$ cat src/design/kca_pkg.sv
// Shared types, constants and the key table of the keypad autorepeat block.
`default_nettype none
package kca_pkg;

	localparam int KEY_COUNT   = 11;
	localparam int TABLE_LEN   = 11;
	localparam int TABLE_LIMIT = (KEY_COUNT < TABLE_LEN) ? KEY_COUNT : TABLE_LEN;

	localparam int G0_W    = 12;
	localparam int G1_W    = 8;
	localparam int TIME_W  = 32;
	localparam int DELAY_W = 16;
	localparam int KEY_W   = 4;
	localparam int CFG_IDX_W  = 1;
	localparam int CFG_DATA_W = DELAY_W;

	localparam logic [DELAY_W-1:0] INITIAL_DELAY_RST = 16'd500;
	localparam logic [DELAY_W-1:0] REPEAT_DELAY_RST  = 16'd175;

	typedef logic [KEY_W-1:0]      key_t;
	typedef logic [TIME_W-1:0]     time_t;
	typedef logic [DELAY_W-1:0]    delay_t;
	typedef logic [CFG_IDX_W-1:0]  cfg_idx_t;

	typedef enum logic [CFG_IDX_W-1:0] {
		REG_INITIAL_DELAY = 1'd0,
		REG_REPEAT_DELAY  = 1'd1
	} cfg_reg_t;

	localparam key_t KEY_NONE = '0;

	// Keys found by one scan.
	typedef struct packed {
		key_t pressed;
		key_t clicked;
	} scan_res_t;

	// True when table entry idx reads as pressed (active low) in the given words.
	function automatic logic entry_pressed(input logic [KEY_W-1:0] idx,
			input logic [G0_W-1:0] g0, input logic [G1_W-1:0] g1);
		logic            grp;
		logic            hit;
		logic [G0_W-1:0] mask;
		logic [G0_W-1:0] word;
		grp  = 1'b0;
		hit  = 1'b1;
		mask = '0;
		case (idx)
			4'd0:  begin grp = 1'b0; mask = 12'h004; end
			4'd1:  begin grp = 1'b0; mask = 12'h001; end
			4'd2:  begin grp = 1'b0; mask = 12'h008; end
			4'd3:  begin grp = 1'b0; mask = 12'h002; end
			4'd4:  begin grp = 1'b1; mask = 12'h040; end
			4'd5:  begin grp = 1'b0; mask = 12'h800; end
			4'd6:  begin grp = 1'b0; mask = 12'h100; end
			4'd7:  begin grp = 1'b1; mask = 12'h010; end
			4'd8:  begin grp = 1'b1; mask = 12'h020; end
			4'd9:  begin grp = 1'b1; mask = 12'h080; end
			4'd10: begin grp = 1'b0; mask = 12'h008; end
			default: begin hit = 1'b0; end
		endcase
		word = grp ? {{(G0_W-G1_W){1'b0}}, g1} : g0;
		return hit && ((word & mask) == '0);
	endfunction

endpackage
`default_nettype wire

$ cat src/design/kca_if.sv
// Scan request and result channel interfaces.
`default_nettype none
interface kca_scan_if;
	logic                       valid;
	logic                       ready;
	logic [kca_pkg::G0_W-1:0]   keys_group0;
	logic [kca_pkg::G1_W-1:0]   keys_group1;
	logic [kca_pkg::TIME_W-1:0] now_ms;
	logic                       clear_repeat;

	modport source (output valid, keys_group0, keys_group1, now_ms, clear_repeat,
		input ready);
	modport sink (input valid, keys_group0, keys_group1, now_ms, clear_repeat,
		output ready);
endinterface

interface kca_result_if;
	logic                      valid;
	logic                      ready;
	logic [kca_pkg::KEY_W-1:0] pressed_key;
	logic [kca_pkg::KEY_W-1:0] clicked_key;
	logic [kca_pkg::KEY_W-1:0] repeat_key;

	modport source (output valid, pressed_key, clicked_key, repeat_key, input ready);
	modport sink (input valid, pressed_key, clicked_key, repeat_key, output ready);
endinterface
`default_nettype wire

$ cat src/design/keypad_click_autorepeat.sv
// Top level of the keypad scanner with click detection and autorepeat.
//
//  channel  | dir | handshake            | payload
//  ---------+-----+----------------------+------------------------------------------
//  scan     | in  | valid/ready          | keys_group0, keys_group1, now_ms, clear_repeat
//  result   | out | valid/ready          | pressed_key, clicked_key, repeat_key
//  cfg      | in  | cfg_we, no back-pres | cfg_index, cfg_data
//
// One scan request per cycle unless the result is stalled; a scan passes through the
// input register, then the result register. Table decode and the 32-bit timer compare
// sit between the two registers. Reset clears the valid flags, previous scan and repeat
// state, not the scan data, and loads the delays to 500 and 175 ms. A stalled result
// holds in its register while the input register still accepts one more request.
`default_nettype none
module keypad_click_autorepeat (
	input  wire logic                           clk,
	input  wire logic                           arst_n,
	kca_scan_if.sink                            scan,
	kca_result_if.source                        result,
	input  wire logic                           cfg_we,
	input  wire logic [kca_pkg::CFG_IDX_W-1:0]  cfg_index,
	input  wire logic [kca_pkg::CFG_DATA_W-1:0] cfg_data
);

	logic                       valid_s1;
	logic [kca_pkg::G0_W-1:0]   g0_s1;
	logic [kca_pkg::G1_W-1:0]   g1_s1;
	logic [kca_pkg::TIME_W-1:0] now_s1;
	logic                       clr_s1;

	logic                       valid_s2;
	kca_pkg::scan_res_t         keys_s2;
	kca_pkg::key_t              emit_s2;

	logic                       out_free;
	logic                       step;
	kca_pkg::scan_res_t         scan_res;
	kca_pkg::key_t              emit;

	assign out_free   = !valid_s2 || result.ready;
	assign step       = valid_s1 && out_free;
	assign scan.ready = !valid_s1 || out_free;

	always_ff @(posedge clk or negedge arst_n) begin
		if (!arst_n) begin
			valid_s1 <= 1'b0;
			valid_s2 <= 1'b0;
		end else begin
			if (scan.ready)
				valid_s1 <= scan.valid;
			if (out_free)
				valid_s2 <= valid_s1;
		end
	end

	always_ff @(posedge clk) begin
		if (scan.ready && scan.valid) begin
			g0_s1  <= scan.keys_group0;
			g1_s1  <= scan.keys_group1;
			now_s1 <= scan.now_ms;
			clr_s1 <= scan.clear_repeat;
		end
		if (step) begin
			keys_s2 <= scan_res;
			emit_s2 <= emit;
		end
	end

	kca_scan u_scan (
		.clk    (clk),
		.arst_n (arst_n),
		.step   (step),
		.g0     (g0_s1),
		.g1     (g1_s1),
		.res    (scan_res)
	);

	kca_repeat u_repeat (
		.clk       (clk),
		.arst_n    (arst_n),
		.cfg_we    (cfg_we),
		.cfg_index (cfg_index),
		.cfg_data  (cfg_data),
		.step      (step),
		.g0        (g0_s1),
		.g1        (g1_s1),
		.now       (now_s1),
		.clr       (clr_s1),
		.clicked   (scan_res.clicked),
		.emit      (emit)
	);

	assign result.valid       = valid_s2;
	assign result.pressed_key = keys_s2.pressed;
	assign result.clicked_key = keys_s2.clicked;
	assign result.repeat_key  = emit_s2;

endmodule
`default_nettype wire

$ cat src/design/kca_scan.sv
// Priority decode of pressed and clicked keys, with the previous scan register.
`default_nettype none
module kca_scan (
	input  wire logic                     clk,
	input  wire logic                     arst_n,
	input  wire logic                     step,
	input  wire logic [kca_pkg::G0_W-1:0] g0,
	input  wire logic [kca_pkg::G1_W-1:0] g1,
	output kca_pkg::scan_res_t            res
);

	logic [kca_pkg::G0_W-1:0] prev_g0_q;
	logic [kca_pkg::G1_W-1:0] prev_g1_q;

	always_comb begin
		res.pressed = kca_pkg::KEY_NONE;
		res.clicked = kca_pkg::KEY_NONE;
		for (int i = 0; i < kca_pkg::TABLE_LIMIT; i++) begin
			if (res.pressed == kca_pkg::KEY_NONE &&
					kca_pkg::entry_pressed(kca_pkg::KEY_W'(i), g0, g1))
				res.pressed = kca_pkg::KEY_W'(i + 1);
			if (res.clicked == kca_pkg::KEY_NONE &&
					kca_pkg::entry_pressed(kca_pkg::KEY_W'(i), g0, g1) &&
					!kca_pkg::entry_pressed(kca_pkg::KEY_W'(i), prev_g0_q, prev_g1_q))
				res.clicked = kca_pkg::KEY_W'(i + 1);
		end
	end

	// Reset to all zero so every key reads as already down: no click on the first scan.
	always_ff @(posedge clk or negedge arst_n) begin
		if (!arst_n) begin
			prev_g0_q <= '0;
			prev_g1_q <= '0;
		end else if (step) begin
			prev_g0_q <= g0;
			prev_g1_q <= g1;
		end
	end

endmodule
`default_nettype wire

$ cat src/design/kca_repeat.sv
// Autorepeat timer: held key, last emission time and the delay registers.
`default_nettype none
module kca_repeat (
	input  wire logic                          clk,
	input  wire logic                          arst_n,
	input  wire logic                          cfg_we,
	input  wire logic [kca_pkg::CFG_IDX_W-1:0] cfg_index,
	input  wire logic [kca_pkg::CFG_DATA_W-1:0] cfg_data,
	input  wire logic                          step,
	input  wire logic [kca_pkg::G0_W-1:0]      g0,
	input  wire logic [kca_pkg::G1_W-1:0]      g1,
	input  wire logic [kca_pkg::TIME_W-1:0]    now,
	input  wire logic                          clr,
	input  wire kca_pkg::key_t                 clicked,
	output kca_pkg::key_t                      emit
);

	kca_pkg::delay_t initial_delay_q;
	kca_pkg::delay_t repeat_delay_q;
	kca_pkg::key_t   held_q;
	kca_pkg::time_t  last_emit_q;
	logic            repeating_q;

	kca_pkg::key_t   held_eff;
	kca_pkg::key_t   held_nxt;
	kca_pkg::time_t  diff;
	kca_pkg::delay_t delay;
	logic            held_down;
	logic            fire;
	logic            restart;

	always_comb begin
		held_eff  = clr ? kca_pkg::KEY_NONE : held_q;
		diff      = now - last_emit_q;
		delay     = repeating_q ? repeat_delay_q : initial_delay_q;
		held_down = (held_eff != kca_pkg::KEY_NONE) &&
			(held_eff <= kca_pkg::KEY_W'(kca_pkg::TABLE_LIMIT)) &&
			kca_pkg::entry_pressed(held_eff - kca_pkg::KEY_W'(1), g0, g1);
		// Negative wrapped difference never fires.
		fire      = !diff[kca_pkg::TIME_W-1] &&
			(diff > {{(kca_pkg::TIME_W-kca_pkg::DELAY_W){1'b0}}, delay});
		restart   = clicked != kca_pkg::KEY_NONE;
		emit      = kca_pkg::KEY_NONE;
		held_nxt  = kca_pkg::KEY_NONE;
		if (restart) begin
			emit     = clicked;
			held_nxt = clicked;
		end else if (held_down) begin
			held_nxt = held_eff;
			if (fire)
				emit = held_eff;
		end
	end

	always_ff @(posedge clk or negedge arst_n) begin
		if (!arst_n) begin
			initial_delay_q <= kca_pkg::INITIAL_DELAY_RST;
			repeat_delay_q  <= kca_pkg::REPEAT_DELAY_RST;
		end else if (cfg_we) begin
			case (cfg_index)
				kca_pkg::REG_INITIAL_DELAY: initial_delay_q <= cfg_data;
				kca_pkg::REG_REPEAT_DELAY:  repeat_delay_q  <= cfg_data;
				default: ;
			endcase
		end
	end

	always_ff @(posedge clk or negedge arst_n) begin
		if (!arst_n) begin
			held_q      <= kca_pkg::KEY_NONE;
			last_emit_q <= '0;
			repeating_q <= 1'b0;
		end else if (step) begin
			held_q <= held_nxt;
			if (restart) begin
				repeating_q <= 1'b0;
				last_emit_q <= now;
			end else if (held_down && fire) begin
				repeating_q <= 1'b1;
				last_emit_q <= now;
			end
		end
	end

endmodule
`default_nettype wire

$ cat src/flat_wrapper.sv
// flat-port wrapper written by rule: the top's interface ports become plain ports
module keypad_click_autorepeat_flat 
  (clk, arst_n, cfg_we, cfg_index, cfg_data, scan_valid, scan_keys_group0, scan_keys_group1, scan_now_ms, scan_clear_repeat, scan_ready, result_valid, result_pressed_key, result_clicked_key, result_repeat_key, result_ready);
  kca_scan_if scan_i ();
  kca_result_if result_i ();
  input  wire logic clk;
  input  wire logic arst_n;
  input  wire logic cfg_we;
  input  wire logic [kca_pkg::CFG_IDX_W-1:0] cfg_index;
  input  wire logic [kca_pkg::CFG_DATA_W-1:0] cfg_data;
  input wire logic [$bits(scan_i.valid)-1:0] scan_valid;
  input wire logic [$bits(scan_i.keys_group0)-1:0] scan_keys_group0;
  input wire logic [$bits(scan_i.keys_group1)-1:0] scan_keys_group1;
  input wire logic [$bits(scan_i.now_ms)-1:0] scan_now_ms;
  input wire logic [$bits(scan_i.clear_repeat)-1:0] scan_clear_repeat;
  output wire logic [$bits(scan_i.ready)-1:0] scan_ready;
  output wire logic [$bits(result_i.valid)-1:0] result_valid;
  output wire logic [$bits(result_i.pressed_key)-1:0] result_pressed_key;
  output wire logic [$bits(result_i.clicked_key)-1:0] result_clicked_key;
  output wire logic [$bits(result_i.repeat_key)-1:0] result_repeat_key;
  input wire logic [$bits(result_i.ready)-1:0] result_ready;
  assign scan_i.valid = scan_valid;
  assign scan_i.keys_group0 = scan_keys_group0;
  assign scan_i.keys_group1 = scan_keys_group1;
  assign scan_i.now_ms = scan_now_ms;
  assign scan_i.clear_repeat = scan_clear_repeat;
  assign scan_ready = scan_i.ready;
  assign result_valid = result_i.valid;
  assign result_pressed_key = result_i.pressed_key;
  assign result_clicked_key = result_i.clicked_key;
  assign result_repeat_key = result_i.repeat_key;
  assign result_i.ready = result_ready;
  keypad_click_autorepeat u_core (.clk(clk), .arst_n(arst_n), .scan(scan_i), .result(result_i), .cfg_we(cfg_we), .cfg_index(cfg_index), .cfg_data(cfg_data));
endmodule
$ cat config.mk
export PLATFORM = sky130hd
export DESIGN_NAME = keypad_click_autorepeat_flat
export DESIGN_NICKNAME = d
export VERILOG_FILES = /design/src/design/kca_pkg.sv /design/src/design/kca_if.sv /design/src/design/keypad_click_autorepeat.sv /design/src/design/kca_scan.sv /design/src/design/kca_repeat.sv /design/src/flat_wrapper.sv
export SDC_FILE = /design/constraint.sdc
export NUM_CORES = 1
export LEC_CHECK = 0
export ABC_AREA = 1
export BUFFER_PORTS_ARGS = -buffer_cell sky130_fd_sc_hd__buf_2
export CAP_MARGIN = 15
export CORE_ASPECT_RATIO = 1.2
export CORE_UTILIZATION = 36
export DETAILED_ROUTE_END_ITERATION = 8
export GPL_TIMING_DRIVEN = 0
export PLACE_DENSITY_LB_ADDON = 0.08
export SLEW_MARGIN = 20
export SYNTH_ARGS = -nofsm -noshare
export SYNTH_HDL_FRONTEND = slang
export SYNTH_SLANG_ARGS = --single-unit
$ cat constraint.sdc
create_clock -name clk -period 2.9 [get_ports clk]
set_clock_uncertainty 0.05 [all_clocks]
set_input_delay 0.435 -clock clk [delete_from_list [all_inputs] [get_ports clk]]
set_output_delay 0.435 -clock clk [all_outputs]
set_load 0.01 [all_outputs]
Word-level counts from Yosys, hierarchy flattened
Cells that the tools add are included.

Output and inout port bits: 14. Register bits after elaboration: 156. Word-level logic and storage cells: 172.

Bitwise gates (word level): 2. Mux-type cells: 36. Eq/ne operators: 10. Order comparisons: 2. Add/sub/neg operators: 2. Reductions and logical operators: 104.

Operators by type and width (count): zero test 12 bit (21); one-hot mux 12 bit (10 select lines) (1); zero test 4 bit (21); two-way mux 4 bit (19); two-way mux 32 bit (2); logical AND 1 bit (38); greater-than comparator 32 x 16 -> 1 bit (1); subtractor 32 bit (1); equality test 4 x 3 -> 1 bit (second input constant) (4); two-way mux 16 bit (1); zero test 1 bit (13); AND 12 bit (1); equality test 4 bit (second input constant) (3); two-way mux 12 bit (1); two-way mux 3 bit (4); OR reduction 11 bit (1); equality test 4 x 2 -> 1 bit (second input constant) (2); nonzero test 4 bit (2); two-way mux 1 bit (6); AND reduction 2 bit (3); equality test 4 x 1 -> 1 bit (second input constant) (1); less-or-equal comparator 4 bit (second input constant) (1); two-way mux 2 bit (2); OR reduction 4 bit (1); 5 further kinds (6).

Logic depth before layout (Yosys ltp)
Gate-level depths: netlist of run 1.

Depth after elaboration: 47. Gate-level depth with buffers: 24. Depth with buffers taken out: 23.

By module
From an unflattened synthesis of run 1, not the netlist that was laid out.

Cell total of the unflattened synthesis: 1136. Area, all modules: 8789.7 µm².

By module, submodules not included: kca_repeat (cells each 942, instances 1, area each 5972.0 µm²); keypad_click_autorepeat (cells each 77, instances 1, area each 2047.0 µm²); kca_scan (cells each 117, instances 1, area each 770.7 µm²).

Least setup slack after synthesis of run 1
OpenSTA, ideal clock, no wires.

Path kind: register to register. Start point: register u_core.now_s1[0] (netlist bit). End point: register u_core.u_repeat.last_emit_q[31]. Path buffers: 1. Arrival time: 2.862 ns. Stages on the path, launching flop included: 21. Clock period less this slack: 3.029 ns. Slack: -0.129 ns. Library setup time: 0.117 ns. Cell sequence: edfxtp_1 inv_1 ha_1 inv_1 fa_1 nand2_1 nand2_1 nand3_1 nand2_1 nand2_1 nand2_2 xor2_1 ha_1 nand4_1 nor3_1 a21oi_1 o211ai_2 nand3_4 buf_4 nand3_1 nand2_1.

Word-level cells in the longest chain between the ends: 6.

RTL lines: start, declared (line keypad_click_autorepeat.sv:28) `logic [kca_pkg::TIME_W-1:0] now_s1;`; start signal, assigned (line keypad_click_autorepeat.sv:60) `now_s1 <= scan.now_ms;`; subtractor 32 bit * (line kca_repeat.sv:34) `diff = now - last_emit_q;`; greater-than comparator 32 x 16 -> 1 bit / zero test 1 bit (equally long branches) (line kca_repeat.sv:41, kca_repeat.sv:40); logical AND 1 bit * (line kca_repeat.sv:40) `fire = !diff[kca_pkg::TIME_W-1] &&`; logical AND 1 bit * (line kca_repeat.sv:78) `end else if (held_down && fire) begin`; nonzero test 2 bit (no source line) *; AND reduction 2 bit (no source line) *; end signal, assigned (line kca_repeat.sv:77) `last_emit_q <= now;`; end signal, assigned (line kca_repeat.sv:80) `last_emit_q <= now;`; end, declared (line kca_repeat.sv:21) `kca_pkg::time_t last_emit_q;`.

Mark *: on every way between the ends. The rest lies on a longest branch, timed or not. A chain may end at the register's enable or synchronous reset.

Worst setup path in the final report of run 1
Start point: register u_core.now_s1[0] (netlist bit). End point: register u_core.u_repeat.last_emit_q[15].

Same word-level chain as after synthesis.

==> reports/results.ini, run 1 <==
[global_route]
grt_max_degree = 43
overflow = 0
antenna_found_initial = 1
grt_pass1_wl_mm = 35.60
grt_pass1_vias = 7005
grt_usage_pct = 19.11

[floorplanning]
core_um2 = 23350
initial_core_util_pct = 37.03
num_rows = 61
die_w_um = 143.5
num_io_pins = 89
die_area_um2 = 24650
fp.dieH_um = 171.8

[timing]
max_freq_mhz = 292.6
rsz0062_at_grt = yes
min_period_over_period_pct = 117.9
hold_viol = 0
slew-limit-headroom_pct = 55.36
slew_viol_final = 0
tightest_slew_ns = 0.6656
setup-violations-final = 37
period_needed_ns = 3.418
layout_setup_ws_ns = -0.5178

[run_status]
violations = setup timing
outcome = complete, but fails checks

[yosys]
synthesis.nets = 1261
ys_ff_latch = 139
ys.flop_type = dfrtp_1
synth_area_um2 = 8648
yosysSeqAreaShare_pct = 43.75
synth_enable_flop_cells = 58
synth_cell_type_count = 48
yosys_warnings = 0
synth.avg_cell_area_um2 = 7.600
synth-async-reset-ratio_pct = 58.27
netlist_instances = 1138

[power_and_ir_drop]
vdd_drop_max_mv = 0.3453
p_total_mw = 11.11
power.leakage_nw = 5.402
p_per_area_nw_per_um2 = 1026

[clocking]
cts_sinks = 139
cts_root_buffer = clkbuf_16
path_clk_slew_ns = 0.07
cts_buffer_depth = 2
h-tree-depth = 4
clkLatencyLatePin_ns = 0.43
cts_buffers = 17
cts_tree = built

[worst_setup_path]
cp_data_arrival_time_ns = 3.69
rrSetupSlack_ns = -0.52
r2r_cells = 21
r2r-end = u_core.u_repeat.last_emit_q[15]
cp.required_ns = 3.17
cp_max_fo = 8
rr_startpoint = u_core.now_s1[0]
crit_type = reg2reg
cp-end-kind = flip-flop
crit_path_start_kind = flip-flop

[layout]
nets = 1381
final_area_um2 = 10820
final_cells = 1587
multi_input_area_um2 = 4463
syn_to_final_growth_pct = 25.16
seq_area_um2 = 3784
drive_above_1_share_pct = 21.01
fillers = 2439

[min_path]
min_path_type = in2reg
min_from = scan_now_ms[6]
worstHoldPathCells = 1
min_to = u_core.now_s1[6]

[placed_design]
dpl_cell_area_um2 = 9500
dp.cells = 1536
place_ws_ns = -0.9816
io_buffers = 81
place_congestion = 0.8582
place_hpwl_mm = 17.22

[route]
drt-pass1-iter-count = 4
wirelength_mm = 22.56
vias_per_cell = 4.635
drc = 0
drtIter0Drc = 328
postRouteAntennaNets = 0
wl_per_cell_um = 14.22
num_vias = 7355

[flow_run]
max_cap_viol_count = 0

[cell type report]
cell class                 count  share of cell area, %
sequential                   139                  34.96
inverter                     188                  6.519
antenna                        1                0.02312
multi-input combinational    792                  41.23
clock buffer                  18                  4.057
clock inverter                14                  1.919
tap                          315                  3.641
timing repair buffer         102                  6.358
buffer                        18                  1.295
[metrics by stage]
stage	hold WS (ns)	utilization, %	TNS (ns)
after floorplan	0.08941	-	-1.966
after global placement	0.4170	40.46	-33.77
after detailed placement	0.4245	40.68	-33.93
after CTS	0.1089	44.69	-23.68
after global routing	0.1015	46.35	-24.92
final	0.1217	46.35	-18.23
[placed cells by master (no fill, tap or decap), types with 15 or more instances in the layout]
| cell | Yosys | routed |
|---|---|---|
| dfrtp_1 | 69 | 69 |
| o21ai_0 | 50 | 50 |
| mux2i_1 | 15 | 15 |
| a21oi_1 | 35 | 32 |
| inv_1 | 175 | 173 |
| ha_1 | 47 | 33 |
| buf_2 | 3 | 83 |
| nor2_1 | 75 | 71 |
| nand2_2 | 7 | 30 |
| nand3_1 | 69 | 56 |
| clkbuf_16 | 0 | 20 |
| edfxtp_1 | 58 | 58 |
| nand2_1 | 397 | 368 |
[Yosys cell counts, types with 3 or more instances]
master    count  share of area [%]
buf_6         3               0.39
buf_4         3               0.26
dfstp_2      12                3.6
edfxtp_1     58                 20
dfrtp_1      69                 20
inv_2        12               0.52
nand4_1      13               0.94
buf_2         3               0.17
and3_1        3               0.22
nand3b_1      3               0.26
inv_1       175                7.6
o21bai_1      4               0.35
ha_1         47                6.8
a31oi_1       6               0.43
and2_1        9               0.65
nand2_2       7               0.51
nor2_2       10               0.72
a21oi_1      35                2.0
nor2_1       75                3.3
xor2_1       15                1.5
nand2_1     397                 17
nand3_1      69                4.0
nor3_1        4               0.23
o21ai_1       6               0.35
o21ai_0      50                2.9
clkbuf_1      9               0.39
mux2i_1      15                1.7
[power breakdown]
group | total [mW] | internal, mW | switching, mW
Sequential | 2.81 | 2.54 | 0.274
Combinational | 5.86 | 2.28 | 3.58
Clock | 2.43 | 1.49 | 0.944
[timing repair]
item,CTS,global route
gates resized for setup,43,66
endpoints found under the hold margin,39,0
buffers inserted,12,3
hold buffers,1,0
gates cloned,1,3
setup endpoints to repair,37,37
pin swaps,20,19
[flip-flops by register name, indices dropped and copies added (netlist names)]
name and count:
u_core.result.valid 1, u_core.u_repeat.repeating_q 1, u_core.result.clicked_key 4, u_core.u_scan.prev_g1_q 4, u_core.u_repeat.repeat_delay_q 16, u_core.u_repeat.held_q 4, u_core.u_repeat.initial_delay_q 16, u_core.u_scan.prev_g0_q 6
u_core.clr_s1 1, u_core.g1_s1 7, u_core.result.repeat_key 4, u_core.valid_s1 1, u_core.u_repeat.last_emit_q 32, u_core.g0_s1 6, u_core.result.pressed_key 4, u_core.now_s1 32
[critical path: stages (launching register included)]
cell and delay, ns:
edfxtp_1 0.39, inv_1 0.07, ha_2 0.16, inv_2 0.04, fa_2 0.35, nand2_2 0.08, nand2_2 0.07, nand3_2 0.07
nand2_2 0.07, nand2_2 0.08, nand2_4 0.07, xor2_2 0.18, ha_1 0.29, nand4_1 0.15, nor3_2 0.22, and3_4 0.25
o211ai_4 0.10, nand3_4 0.13, nand2_8 0.14, clkbuf_16 0.22, nand2_2 0.05, nand2_1 0.04
[routing by layer]
layer  global-route usage, %  wire length (um)  vias to the layer above
met5                       0                 0                        -
met3                   3.563               708                       39
met2                   32.90             10990                      138
li1                        -                 -                     3858
met1                   23.18             10180                     3320
met4                   8.233               684                        0
[cell families (layout without fill, tap and decap cells)]
family	Yosys count	in the layout	share of synthesized area, %
muxes	15	15	1.736
adders and majority gates	48	48	7.031
buffers and inverters	207	340	9.418
and+or+nand+nor	601	601	29.24
other	0	1	0
DFF	139	139	43.75
AOI/OAI and AO/OA	112	112	7.205
xor gates and xnor gates	16	16	1.620
[worst max-delay path by stage]
stage,startpoint,endpoint,slack [ns]
2_1_floorplan,u_core.now_s1[0],u_core.u_repeat.last_emit_q[31],-0.07
3_3_place_gp,u_core.now_s1[0],u_core.u_repeat.last_emit_q[9],-0.98
3_5_place_dp,u_core.now_s1[0],u_core.u_repeat.last_emit_q[8],-0.98
4_1_cts,u_core.now_s1[0],u_core.u_repeat.last_emit_q[17],-0.66
5_1_grt,u_core.now_s1[7],u_core.u_repeat.last_emit_q[4],-0.70
6_report,u_core.now_s1[0],u_core.u_repeat.last_emit_q[15],-0.52
Note: power is estimated with default switching activity, not from simulation.
==> run 2: changes to the inputs <==
--- a/config.mk
+++ b/config.mk
@@ -11,8 +11,7 @@
 export CORE_ASPECT_RATIO = 1.2
 export CORE_UTILIZATION = 36
 export DETAILED_ROUTE_END_ITERATION = 8
-export GPL_TIMING_DRIVEN = 0
-export PLACE_DENSITY_LB_ADDON = 0.08
+export PLACE_DENSITY = 0.6
 export SLEW_MARGIN = 20
 export SYNTH_ARGS = -nofsm -noshare
 export SYNTH_HDL_FRONTEND = slang
==> reports/results.ini, run 2 (synthesis results as in run 1) <==
[run_status]
outcome = complete, but fails checks
violations = setup timing

[floorplanning]
die_w_um = 143.5  ; unchanged
fp.dieH_um = 171.8  ; unchanged
die_area_um2 = 24650  ; unchanged
num_io_pins = 89  ; unchanged
num_rows = 61  ; unchanged
core_um2 = 23350  ; unchanged
initial_core_util_pct = 37.03  ; unchanged

[power_and_ir_drop]
power_frac_comb_pct = 56.0  ; +3.2 points
vdd_drop_max_mv = 0.5430  ; +57%
clockPowerShare_pct = 19.5  ; -2.4 points
internal_power_mw = 6.385  ; +1.1%
p_seq_share_pct = 24.5  ; -0.8 points
power.leakage_nw = 5.654  ; +4.7%
netSwitchingFraction_pct = 43.84  ; +0.68 points
p_per_area_nw_per_um2 = 1023  ; -0.34%
power.switching_mw = 4.985  ; +3.9%

[timing]
whs_ns = 0.002732  ; -0.1190 ns
layout_setup_ws_ns = -0.4331  ; +0.08464 ns
slew_viol_final = 0  ; unchanged
min_period_over_period_pct = 114.9  ; -2.9 points
max_freq_mhz = 300.0  ; +2.5%
tightest_slew_ns = 0.8949  ; +0.2293 ns
setup-violations-final = 37  ; unchanged
slew-limit-headroom_pct = 40.20  ; -15 points
hold_viol = 0  ; unchanged
rsz0062_at_grt = yes
period_needed_ns = 3.333  ; -0.08464 ns

[min_path]
min_path_type = in2async

[worst_setup_path]
crit_type = reg2reg
r2r-end = u_core.u_repeat.last_emit_q[13]
cp_max_fo = 8  ; unchanged
crit_path_start_kind = flip-flop
cp-end-kind = flip-flop
rr_startpoint = u_core.now_s1[0]
endpoint = u_core.u_repeat.last_emit_q[13]
slowest_delay_ns = 0.39  ; about the same
rrSetupSlack_ns = -0.43  ; +0.08 ns
cp_data_arrival_time_ns = 3.65  ; -0.04 ns
crit_top_cell = nand2_2
crit_start = u_core.now_s1[0]
cp_slowest_cell = edfxtp_1
r2r_cells = 21  ; unchanged
cp.required_ns = 3.21  ; +0.04 ns
crit_chain = inv_1 -> ha_2 -> inv_2 -> fa_2 -> nand2_2 -> nand2_2 -> nand3_2 -> nand2_4 -> nand2_2 -> nand2_2 -> xor2_2 -> ha_1 -> nand4_1 -> nor3_2 -> a21oi_2 -> o211ai_4 -> nand3_4 -> buf_8 -> nand2_8 -> nand2_1 -> nand2_1

[global_route]
grt_usage_pct = 19.19  ; +0.082 points
antenna_found_initial = 0  ; -1
overflow = 0  ; unchanged
grt_pass1_vias = 7678  ; +9.6%
grt_pass1_wl_mm = 36.34  ; +2.1%
grt_max_degree = 79  ; +84%

[route]
wl_per_cell_um = 13.56  ; -4.6%
num_vias = 7682  ; +4.4%
drc = 0  ; unchanged
wirelength_mm = 22.33  ; -1.0%
vias_per_cell = 4.664  ; +0.64%
drtIter0Drc = 310  ; -5.5%
drt-pass1-iter-count = 4  ; unchanged
postRouteAntennaNets = 0  ; unchanged

[clocking]
cts_sinks = 139  ; unchanged
cts_hold_buf = 0  ; -1
path_clk_slew_ns = 0.07  ; about the same
clkLatencyLatePin_ns = 0.44  ; about the same
h-tree-depth = 4  ; unchanged
cts_buffer_depth = 2  ; unchanged
cts_tree = built
cts_root_buffer = clkbuf_16
cts_buffers = 17  ; unchanged

[layout]
drive_above_1_share_pct = 24.55  ; +3.5 points
reg.largest.list = u_core.now_s1 x32, u_core.u_repeat.last_emit_q x32
syn_to_final_growth_pct = 28.53
antenna_cells = 0  ; -1
mostFrequentLayoutCell = nand2_1
fillers = 2348  ; -3.7%
final_area_um2 = 11120  ; +2.7%
nets = 1442  ; +4.4%
final_cells = 1647  ; +3.8%
mostFrequentLayoutCells = nand2_1 (363), inv_1 (173), buf_4 (91), buf_2 (80), nor2_1 (71)

[placed_design]
dp.cells = 1602  ; +4.3%
io_buffers = 81  ; unchanged
place_hpwl_mm = 16.30  ; -5.3%
place_ws_ns = -0.5010  ; +0.4806 ns
place_congestion = 0.9008  ; +5.0%
dpl_cell_area_um2 = 10020  ; +5.5%

[flow_run]
max_cap_viol_count = 0  ; unchanged

## run 2: layout make-up
class / instances / area, um^2 / area share [%]
multi-input combinational: 795 / 4413 / 39.70
sequential: 139 / 3784 / 34.04
timing repair buffer: 178 / 1200 / 10.79
inverter: 188 / 705.7 / 6.348
clock buffer: 17 / 425.4 / 3.827
tap: 315 / 394.1 / 3.546
clock inverter: 15 / 193.9 / 1.745
## run 2: worst min path at each step
stage	end	slack, ns	from
floorplan	u_core.result.valid	0.09	arst_n
global placement	u_core.u_repeat.last_emit_q[10]	0.41	u_core.now_s1[10]
detailed placement	u_core.u_repeat.last_emit_q[28]	0.42	u_core.now_s1[28]
CTS	u_core.g0_s1[11]	0.1	scan_keys_group0[11]
global route	u_core.u_repeat.last_emit_q[15]	0.06	arst_n
finish	u_core.u_repeat.last_emit_q[15]	0.003	arst_n
## run 2: power groups by stage
stage               sequential [mW]  combinational, mW  clock (mW)
CTS                            2.79               6.15        2.28
floorplan                      2.77               3.75           0
detailed placement             2.82               5.70           0
finish                         2.79               6.36        2.22
global route                   2.84               7.21        2.38
global placement               2.80               5.59           0
## run 2: repair_timing
action	4_1_cts	5_1_grt
endpoints found under the setup margin	37	37
gates cloned	3	1
resized for setup	37	39
setup buffers	6	4
pin swaps	2	6
## run 2: critical path: cells and delay by family, from the launching register on
kind | cells | cell delay, ns
fa+ha+maj | 3 | 0.80
simple gates | 12 | 1.23
flops | 1 | 0.39
buf+inv | 3 | 0.30
xor+xnor | 1 | 0.14
compound gates | 2 | 0.35
## run 2: routing by layer
metal  vias up  share of wire (%)  global-route usage (%)
li1       3979                  -                       -
met1      3496                 43                   22.49
met2       158                 49                   33.73
met3        49                4.0                   3.898
met4         0                3.4                   8.326
met5         -                  0                       0
## run 2: through the flow
step	utilization, %	power, mW	setup TNS, ns
finish	47.59	11.37	-15.37
global route	47.59	12.43	-21.74
CTS	46.82	11.21	-14.14
detailed placement	42.91	8.512	-17.16
global placement	42.91	8.392	-14.62
floorplan	-	6.520	-1.966
